### src/rtl/ffvp_pkg.sv
`timescale 1ns / 1ps

package ffvp_pkg;

    // Field widths
    localparam int MODE_W     = 5;
    localparam int INTERVAL_W = 30;
    localparam int TIME_W     = 63;
    localparam int MULT_CMP_W = 8;

    // Configuration port
    localparam int CFG_INDEX_W = 8;
    localparam int CFG_DATA_W  = 32;
    localparam logic [CFG_INDEX_W-1:0] CFG_IDX_FF_MODE  = 8'd0;
    localparam logic [CFG_INDEX_W-1:0] CFG_IDX_INTERVAL = 8'd1;

    // Register reset values
    localparam logic [MODE_W-1:0]     FF_MODE_RST  = 5'd1;
    localparam logic [INTERVAL_W-1:0] INTERVAL_RST = 30'd16666667;

    // Parameter defaults
    localparam int MAX_MULTIPLIER_DEF     = 16;
    localparam int UNLIMITED_FLOOR_NS_DEF = 1000000;

    // Divider: one quotient bit per step over the interval width
    localparam int DIV_STEPS = INTERVAL_W;
    localparam int DIV_CNT_W = $clog2(DIV_STEPS);
    localparam int REM_W     = MODE_W + 1;

    typedef struct packed {
        logic              is_running;
        logic              frame_stepping;
        logic              seek_catchup;
        logic [TIME_W-1:0] host_time_ns;
    } in_item_t;

    typedef struct packed {
        logic                  present_frame;
        logic [INTERVAL_W-1:0] timer_period_ns;
        logic [INTERVAL_W-1:0] wake_period_ns;
        logic [INTERVAL_W-1:0] guest_advance_ns;
    } out_item_t;

    typedef struct packed {
        logic [MODE_W-1:0]     ff_mode;
        logic [INTERVAL_W-1:0] frame_interval_ns;
    } cfg_t;

    // Commands from the controller to the datapath
    typedef struct packed {
        logic load;
        logic div_step;
        logic commit;
    } ctrl_cmd_t;

    // Status from the datapath to the controller
    typedef struct packed {
        logic out_free;
    } dp_status_t;

endpackage

### src/rtl/fast_forward_vblank_pacer.sv
`timescale 1ns / 1ps

// Channel   | Ports                                    | Moves
// ----------+------------------------------------------+-------------------------------
// input     | s_valid, s_ready, s_data                 | one vblank event request
// result    | m_valid, m_ready, m_data                 | one pacing result request
// config    | cfg_valid, cfg_ready, cfg_index, cfg_data| one register write request
//
// An item holds the sequencer from the load cycle in which it is accepted, through 30
// steps of the bit-serial interval divider, to the commit that writes its result to
// the output register; a new request is taken only after that commit, once the
// sequencer is idle again. The output register lets a new request enter while a
// result still waits; a stalled result side holds the sequencer at commit.
// Reset is synchronous on aresetn low, returns all pacing state and drops ready.

module fast_forward_vblank_pacer
    import ffvp_pkg::*;
#(
    parameter int MAX_MULTIPLIER     = MAX_MULTIPLIER_DEF,
    parameter int UNLIMITED_FLOOR_NS = UNLIMITED_FLOOR_NS_DEF
) (
    input  logic                   aclk,
    input  logic                   aresetn,
    input  logic                   s_valid,
    output logic                   s_ready,
    input  in_item_t               s_data,
    output logic                   m_valid,
    input  logic                   m_ready,
    output out_item_t              m_data,
    input  logic                   cfg_valid,
    output logic                   cfg_ready,
    input  logic [CFG_INDEX_W-1:0] cfg_index,
    input  logic [CFG_DATA_W-1:0]  cfg_data
);

    cfg_t       cfg;
    ctrl_cmd_t  cmd;
    dp_status_t status;

    // Configuration registers
    ffvp_regs u_regs (
        .aclk      (aclk),
        .aresetn   (aresetn),
        .cfg_valid (cfg_valid),
        .cfg_ready (cfg_ready),
        .cfg_index (cfg_index),
        .cfg_data  (cfg_data),
        .cfg       (cfg)
    );

    // Sequencer
    ffvp_ctrl u_ctrl (
        .aclk    (aclk),
        .aresetn (aresetn),
        .s_valid (s_valid),
        .s_ready (s_ready),
        .status  (status),
        .cmd     (cmd)
    );

    // Divider, frame decision and output register
    ffvp_dp #(
        .MAX_MULTIPLIER     (MAX_MULTIPLIER),
        .UNLIMITED_FLOOR_NS (UNLIMITED_FLOOR_NS)
    ) u_dp (
        .aclk    (aclk),
        .aresetn (aresetn),
        .cmd     (cmd),
        .status  (status),
        .cfg     (cfg),
        .s_data  (s_data),
        .m_valid (m_valid),
        .m_ready (m_ready),
        .m_data  (m_data)
    );

endmodule

### src/rtl/ffvp_regs.sv
`timescale 1ns / 1ps

module ffvp_regs
    import ffvp_pkg::*;
(
    input  logic                   aclk,
    input  logic                   aresetn,
    input  logic                   cfg_valid,
    output logic                   cfg_ready,
    input  logic [CFG_INDEX_W-1:0] cfg_index,
    input  logic [CFG_DATA_W-1:0]  cfg_data,
    output cfg_t                   cfg
);

    logic [MODE_W-1:0]     ff_mode_reg;
    logic [INTERVAL_W-1:0] interval_reg;

    // Writes are taken whenever the block is out of reset; an unknown index is dropped.
    assign cfg_ready = aresetn;

    always_ff @(posedge aclk) begin
        if (!aresetn) begin
            ff_mode_reg  <= FF_MODE_RST;
            interval_reg <= INTERVAL_RST;
        end else if (cfg_valid) begin
            if (cfg_index == CFG_IDX_FF_MODE) begin
                ff_mode_reg <= cfg_data[MODE_W-1:0];
            end
            if (cfg_index == CFG_IDX_INTERVAL) begin
                interval_reg <= cfg_data[INTERVAL_W-1:0];
            end
        end
    end

    assign cfg.ff_mode           = ff_mode_reg;
    assign cfg.frame_interval_ns = interval_reg;

endmodule

### src/rtl/ffvp_ctrl.sv
`timescale 1ns / 1ps

module ffvp_ctrl
    import ffvp_pkg::*;
(
    input  logic       aclk,
    input  logic       aresetn,
    input  logic       s_valid,
    output logic       s_ready,
    input  dp_status_t status,
    output ctrl_cmd_t  cmd
);

    localparam logic [1:0] ST_IDLE = 2'd0;
    localparam logic [1:0] ST_DIV  = 2'd1;
    localparam logic [1:0] ST_DONE = 2'd2;

    localparam logic [DIV_CNT_W-1:0] LastStep = DIV_CNT_W'(DIV_STEPS - 1);

    logic [1:0]           state_reg;
    logic [1:0]           state_next;
    logic [DIV_CNT_W-1:0] step_cnt_reg;
    logic [DIV_CNT_W-1:0] step_cnt_next;

    // Requests are taken only in idle and never while reset is held.
    assign s_ready = aresetn && (state_reg == ST_IDLE);

    // Sequencing: take a request, run the divider, then commit the result.
    always_comb begin
        state_next    = state_reg;
        step_cnt_next = step_cnt_reg;
        cmd           = '0;
        case (state_reg)
            ST_IDLE: begin
                if (s_valid) begin
                    cmd.load      = 1'b1;
                    step_cnt_next = '0;
                    state_next    = ST_DIV;
                end
            end
            ST_DIV: begin
                cmd.div_step  = 1'b1;
                step_cnt_next = step_cnt_reg + 1'b1;
                if (step_cnt_reg == LastStep) begin
                    state_next = ST_DONE;
                end
            end
            ST_DONE: begin
                // Hold until the output register can take the result.
                if (status.out_free) begin
                    cmd.commit = 1'b1;
                    state_next = ST_IDLE;
                end
            end
            default: begin
                state_next = ST_IDLE;
            end
        endcase
    end

    always_ff @(posedge aclk) begin
        if (!aresetn) begin
            state_reg    <= ST_IDLE;
            step_cnt_reg <= '0;
        end else begin
            state_reg    <= state_next;
            step_cnt_reg <= step_cnt_next;
        end
    end

endmodule

### src/rtl/ffvp_dp.sv
`timescale 1ns / 1ps

module ffvp_dp
    import ffvp_pkg::*;
#(
    parameter int MAX_MULTIPLIER     = MAX_MULTIPLIER_DEF,
    parameter int UNLIMITED_FLOOR_NS = UNLIMITED_FLOOR_NS_DEF
) (
    input  logic       aclk,
    input  logic       aresetn,
    input  ctrl_cmd_t  cmd,
    output dp_status_t status,
    input  cfg_t       cfg,
    input  in_item_t   s_data,
    output logic       m_valid,
    input  logic       m_ready,
    output out_item_t  m_data
);

    localparam logic [MULT_CMP_W-1:0] MaxMult = MULT_CMP_W'(MAX_MULTIPLIER);
    localparam logic [INTERVAL_W-1:0] Floor   = INTERVAL_W'(UNLIMITED_FLOOR_NS);
    localparam logic [MODE_W-1:0]     ModeOne = MODE_W'(1);

    // Item and divider registers
    in_item_t              item_reg;
    logic [TIME_W-1:0]     diff_reg;
    logic                  borrow_reg;
    logic [REM_W-1:0]      rem_reg;
    logic [INTERVAL_W-1:0] quo_reg;
    logic [MODE_W-1:0]     divisor_reg;

    // Pacing state
    logic [MODE_W-1:0]     skip_count_reg;
    logic [MODE_W-1:0]     skip_count_next;
    logic [MODE_W-1:0]     prior_mult_reg;
    logic [MODE_W-1:0]     prior_mult_next;
    logic                  prior_unl_reg;
    logic                  prior_unl_next;
    logic [TIME_W-1:0]     last_present_reg;
    logic [TIME_W-1:0]     last_present_next;

    // Output register
    logic                  out_valid_reg;
    out_item_t             out_reg;
    out_item_t             out_next;

    logic [MODE_W-1:0]     cfg_mode;
    logic [INTERVAL_W-1:0] interval;
    logic [REM_W-1:0]      trial;
    logic [TIME_W:0]       sub_full;
    logic                  run_free;
    logic [MODE_W-1:0]     eff_mode;
    logic [MODE_W-1:0]     wake_mode;
    logic                  unl;
    logic [MODE_W-1:0]     mult;
    logic                  changed;
    logic                  present;
    logic [MODE_W:0]       skip_inc;
    logic [INTERVAL_W-1:0] q_min1;
    logic [INTERVAL_W-1:0] iv_min1;

    // Saturate the configured mode at the largest multiplier.
    assign cfg_mode = ({{(MULT_CMP_W-MODE_W){1'b0}}, cfg.ff_mode} > MaxMult)
                      ? MaxMult[MODE_W-1:0] : cfg.ff_mode;
    assign interval = cfg.frame_interval_ns;

    // Elapsed time against the stored present time, taken at load.
    assign sub_full = {1'b0, s_data.host_time_ns} - {1'b0, last_present_reg};

    // One restoring division step per cycle: interval / mode.
    assign trial = {rem_reg[REM_W-2:0], quo_reg[INTERVAL_W-1]};

    always_ff @(posedge aclk) begin
        if (cmd.load) begin
            item_reg    <= s_data;
            diff_reg    <= sub_full[TIME_W-1:0];
            borrow_reg  <= sub_full[TIME_W];
            rem_reg     <= '0;
            quo_reg     <= interval;
            divisor_reg <= (cfg_mode > ModeOne) ? cfg_mode : ModeOne;
        end else if (cmd.div_step) begin
            if (trial >= {1'b0, divisor_reg}) begin
                rem_reg <= trial - {1'b0, divisor_reg};
                quo_reg <= {quo_reg[INTERVAL_W-2:0], 1'b1};
            end else begin
                rem_reg <= trial;
                quo_reg <= {quo_reg[INTERVAL_W-2:0], 1'b0};
            end
        end
    end

    // Effective modes for the frame decision and for the wake period.
    assign run_free  = item_reg.is_running && !item_reg.frame_stepping;
    assign eff_mode  = run_free ? cfg_mode : ModeOne;
    assign wake_mode = item_reg.is_running ? cfg_mode : ModeOne;
    assign unl       = (eff_mode == '0);
    assign mult      = (eff_mode > ModeOne) ? eff_mode : ModeOne;
    assign changed   = (unl != prior_unl_reg) || (mult != prior_mult_reg);
    assign skip_inc  = (changed ? '0 : {1'b0, skip_count_reg}) + 1'b1;
    assign q_min1    = (quo_reg == '0) ? INTERVAL_W'(1) : quo_reg;
    assign iv_min1   = (interval == '0) ? INTERVAL_W'(1) : interval;

    // Frame decision and state update.
    always_comb begin
        skip_count_next   = skip_count_reg;
        prior_mult_next   = prior_mult_reg;
        prior_unl_next    = prior_unl_reg;
        last_present_next = last_present_reg;
        present           = 1'b1;
        if (item_reg.frame_stepping && item_reg.seek_catchup) begin
            present = 1'b0;
        end else begin
            if (changed) begin
                skip_count_next   = '0;
                last_present_next = item_reg.host_time_ns;
                prior_mult_next   = mult;
                prior_unl_next    = unl;
            end
            if (unl) begin
                // A mode change restarts the elapsed time at zero.
                if (changed) begin
                    present = (interval == '0);
                end else begin
                    present = !borrow_reg &&
                              (diff_reg >= {{(TIME_W-INTERVAL_W){1'b0}}, interval});
                end
                if (present) begin
                    last_present_next = item_reg.host_time_ns;
                end
            end else if (mult > ModeOne) begin
                if (skip_inc >= {1'b0, mult}) begin
                    skip_count_next = '0;
                end else begin
                    skip_count_next = skip_inc[MODE_W-1:0];
                    present         = 1'b0;
                end
            end
        end
    end

    // Result fields.
    always_comb begin
        out_next.present_frame = present;
        if (eff_mode == '0) begin
            out_next.timer_period_ns = Floor;
        end else if (eff_mode == ModeOne) begin
            out_next.timer_period_ns = iv_min1;
        end else begin
            out_next.timer_period_ns = q_min1;
        end
        if (wake_mode == '0) begin
            out_next.wake_period_ns = Floor;
        end else if (wake_mode == ModeOne) begin
            out_next.wake_period_ns = iv_min1;
        end else begin
            out_next.wake_period_ns = q_min1;
        end
        out_next.guest_advance_ns = '0;
        if (run_free && (cfg_mode != ModeOne)) begin
            if (cfg_mode == '0) begin
                if (interval > Floor) begin
                    out_next.guest_advance_ns = interval - Floor;
                end
            end else begin
                out_next.guest_advance_ns = interval - quo_reg;
            end
        end
    end

    always_ff @(posedge aclk) begin
        if (!aresetn) begin
            skip_count_reg   <= '0;
            prior_mult_reg   <= ModeOne;
            prior_unl_reg    <= 1'b0;
            last_present_reg <= '0;
        end else if (cmd.commit) begin
            skip_count_reg   <= skip_count_next;
            prior_mult_reg   <= prior_mult_next;
            prior_unl_reg    <= prior_unl_next;
            last_present_reg <= last_present_next;
        end
    end

    // Output register decouples the result side from the sequencer.
    always_ff @(posedge aclk) begin
        if (!aresetn) begin
            out_valid_reg <= 1'b0;
        end else if (cmd.commit) begin
            out_valid_reg <= 1'b1;
        end else if (m_ready) begin
            out_valid_reg <= 1'b0;
        end
    end

    always_ff @(posedge aclk) begin
        if (cmd.commit) begin
            out_reg <= out_next;
        end
    end

    assign status.out_free = !out_valid_reg || m_ready;
    assign m_valid         = out_valid_reg;
    assign m_data          = out_reg;

endmodule
### config.mk
export PLATFORM = sky130hd
export DESIGN_NAME = fast_forward_vblank_pacer
export DESIGN_NICKNAME = d
export VERILOG_FILES = /design/src/rtl/ffvp_pkg.sv /design/src/rtl/fast_forward_vblank_pacer.sv /design/src/rtl/ffvp_regs.sv /design/src/rtl/ffvp_ctrl.sv /design/src/rtl/ffvp_dp.sv
export SDC_FILE = /design/constraint.sdc
export NUM_CORES = 1
export LEC_CHECK = 0
export BUFFER_PORTS_ARGS = -buffer_cell sky130_fd_sc_hd__clkbuf_2
export CORE_MARGIN = 5
export CORE_UTILIZATION = 30
export CTS_BUF_LIST = sky130_fd_sc_hd__clkbuf_8 sky130_fd_sc_hd__clkbuf_16
export DETAILED_ROUTE_END_ITERATION = 10
export MAX_ROUTING_LAYER = met4
export PLACE_DENSITY = 0.46
export RECOVER_POWER = 25
export SLEW_MARGIN = 20
export SYNTH_ARGS = -nofsm -noshare
export SYNTH_HDL_FRONTEND = slang
export SYNTH_SLANG_ARGS = --single-unit
### constraint.sdc
create_clock -name aclk -period 7.41 [get_ports aclk]
set_input_delay 0.741 -clock aclk [delete_from_list [all_inputs] [get_ports aclk]]
set_output_delay 0.741 -clock aclk [all_outputs]
set_load 0.01 [all_outputs]
==> impl_metrics.env <==
export IMPL_status="finished, violations left"
export IMPL_violations="max-capacitance violations, max-slew violations"
export IMPL_grt_use_total_pct=15.6
export IMPL_drt_iter0_markers=1137
export IMPL_ys_seq_area_share_pct=47.2
export IMPL_ys_top_cells_by_count="nand2_1, edfxtp_1, a21oi_1, inv_1, ha_1"
export IMPL_synth_fp_nets=2469
export IMPL_grt_pass1_vias=16031
export IMPL_synth_top_cell_area_share_pct=35.9
export IMPL_gp_congestion=0.863
export IMPL_skew_ns=0.0276
export IMPL_crit_type="reg -> reg"
export IMPL_clkLatencyLatePin_ns=0.59
export IMPL_dieArea_um2=76900
export IMPL_hold_path_class="in -> reg"
export IMPL_nets=2623
export IMPL_drive_gt1_share_pct=8.67
export IMPL_slew_headroom_pct=-109
export IMPL_register_area_um2=10100
export IMPL_setup_viol=0
export IMPL_grt_max_degree=126
export IMPL_holdWs_ns=0.354
export IMPL_avgSynthCellArea_um2=9.66
export IMPL_dr_pass1_iters=5
export IMPL_cts_root_buf="clkbuf_16"
export IMPL_initial_utilization_pct=30.1
export IMPL_die_x_um=277
export IMPL_largest_reg_flops=91
export IMPL_core_um2=71200
export IMPL_ctsHtreeMaxLevel=2
export IMPL_fin_tns_setup_ns=0
export IMPL_arrival_ns=5.31
export IMPL_grt_pass1_wl_um=93800
export IMPL_ant_nets=0
export IMPL_clkTransAtPathRegs_ns=0.06
export IMPL_ys_warn_count=0
export IMPL_hold_violations=0
export IMPL_rsz0062_at_grt="false"
export IMPL_ir_drop_v=0.000130
export IMPL_cts_path_max_buffers=3
export IMPL_drv_slew=131
export IMPL_pwr_share_seq_pct=45.0
export IMPL_fin_util_pct=34.6
export IMPL_routed_via_density=4.88
export IMPL_max_cap_violations=3
export IMPL_io_pins=205
export IMPL_synth_edf_count=256
export IMPL_critPathMaxFanout=25
export IMPL_route_detailed_drc=0
export IMPL_synthCells=2219
export IMPL_die_y_um=277
export IMPL_placedCellCount=3276
export IMPL_fill_cells=7309
export IMPL_crit_path_end_kind="flop"
export IMPL_placed_area_um2=23200
export IMPL_grt_overflow_total=0
export IMPL_combPwrFrac_pct=11.9
export IMPL_synth_cell_types=85
export IMPL_cts_tree="yes"
export IMPL_p_leak_nw=9.50
export IMPL_switching_share_pct=25.4
export IMPL_hold_buffers=0
export IMPL_yosys_top_cells_area="edfxtp_1, dfxtp_1, ha_1"
export IMPL_power_switching_mw=1.36
export IMPL_postCtsSetupRepairBufs=0
export IMPL_critPathLaunchType="flop"
export IMPL_fin_area_um2=24600
export IMPL_multi_input_area_um2=10200
export IMPL_drt_total_wl_um=60100
export IMPL_cts_resized=0
export IMPL_cp_required_ns=7.90
export IMPL_clkSinkCount=378
export IMPL_wl_per_cell_um=17.9
export IMPL_num_vias=16397
export IMPL_io_buffers=202
export IMPL_antenna_found_initial=6
export IMPL_synth_seq_cells=378
export IMPL_clkPwrFrac_pct=43.1
export IMPL_worstMarginPinSlew_ns=3.14
export IMPL_cts_made_buffers=45
export IMPL_fin_cells=3363
export IMPL_syn2layout_area_growth_pct=14.8
export IMPL_clock_fmax_mhz=208
export IMPL_dp_hpwl_um=45600
export IMPL_pwr_density_cell_nw_per_um2=217
export IMPL_synth_top_area_cell="edfxtp_1"
export IMPL_rows=98
export IMPL_syn_area_um2=21400
export IMPL_synthFlopType="edfxtp_1"
export IMPL_p_int_mw=3.98
export IMPL_synthArstFlopShare_pct=0
export IMPL_yosysMostFrequentCell="nand2_1"
export IMPL_fin_crit_ns=4.82
export IMPL_fin_crit_sh_pct=65.0
==> cell families after synthesis <==
kind of cell,Yosys count,share of synthesized area (%)
compound gates,524,15.8
fa+ha+maj,139,8.22
xor+xnor,111,4.53
simple gates,736,15.7
buf+inv,261,5.19
mux,70,3.27
flops,378,47.2
==> critical path, stage by stage (launching register included) <==
cell	delay (ns)
dfxtp_1	0.43
nor4_2	0.53
nand2b_1	0.60
nor2_4	0.76
xnor2_1	0.20
nand3_1	0.15
nor2_1	0.50
nor2_4	0.12
a21oi_4	0.66
buf_4	0.53
mux2i_1	0.24
==> area by class of cell <==
type,count,area share (%)
multi-input cells,1580,41.5
inverters,154,2.37
flip-flops and latches,378,41.1
clock inverters,34,1.43
clock buffers,50,4.85
well taps,950,4.83
diodes,3,0.0305
repair buffers,214,3.84
==> worst paths after layout <==
check / to / slack [ns] / cells after the start / from
max: u_dp.last_present_reg[56] / 2.59 / 10 / u_regs.ff_mode_reg[4]
min: u_dp.item_reg[64] / 0.35 / 1 / s_data[64]
max reg2reg: u_dp.last_present_reg[56] / 2.59 / 10 / u_regs.ff_mode_reg[4]
min reg2reg: u_dp.last_present_reg[5] / 0.46 / 2 / u_dp.last_present_reg[5]
==> power groups by stage <==
stage | Clock, mW | Combinational [mW] | Sequential (mW)
final | 2.30 | 0.633 | 2.40
after global routing | 2.48 | 0.718 | 2.41
after CTS | 2.38 | 0.644 | 2.40
after detailed placement | 0 | 0.640 | 2.45
after global placement | 0 | 0.635 | 2.45
after floorplan | 0 | 0.467 | 2.44
==> cells in the final DEF, fill, tap and decap left out, types with 27 or more instances in the layout <==
cell type / instances
xor2_1: 27
dfxtp_1: 122
o21ai_0: 102
mux2i_1: 70
clkbuf_2: 87
inv_1: 159
nand2_1: 395
a21o_1: 38
nor2_1: 102
nor2b_1: 30
nand4_1: 33
clkbuf_16: 45
xnor2_1: 84
a21oi_1: 162
ha_1: 136
o211ai_1: 33
nand2b_1: 29
nand3_1: 41
edfxtp_1: 256
a21boi_0: 28
clkbuf_1: 118
==> metrics by stage <==
stage | total power [mW] | setup WS, ns
final | 5.34 | 2.59
after global routing | 5.61 | 2.25
after CTS | 5.43 | 2.55
after detailed placement | 3.09 | 2.59
after global placement | 3.08 | 2.63
after floorplan | 2.90 | 0.826
==> layer usage <==
layer | vias up | part of all wire, % | global-route usage (%)
met3 | 87 | 5.2 | 2.68
met5 | - | 0 | -
li1 | 8202 | - | -
met4 | 0 | 2.6 | 4.06
met2 | 390 | 43 | 23.1
met1 | 7718 | 49 | 22.3
(Power assumes the default switching activity.)
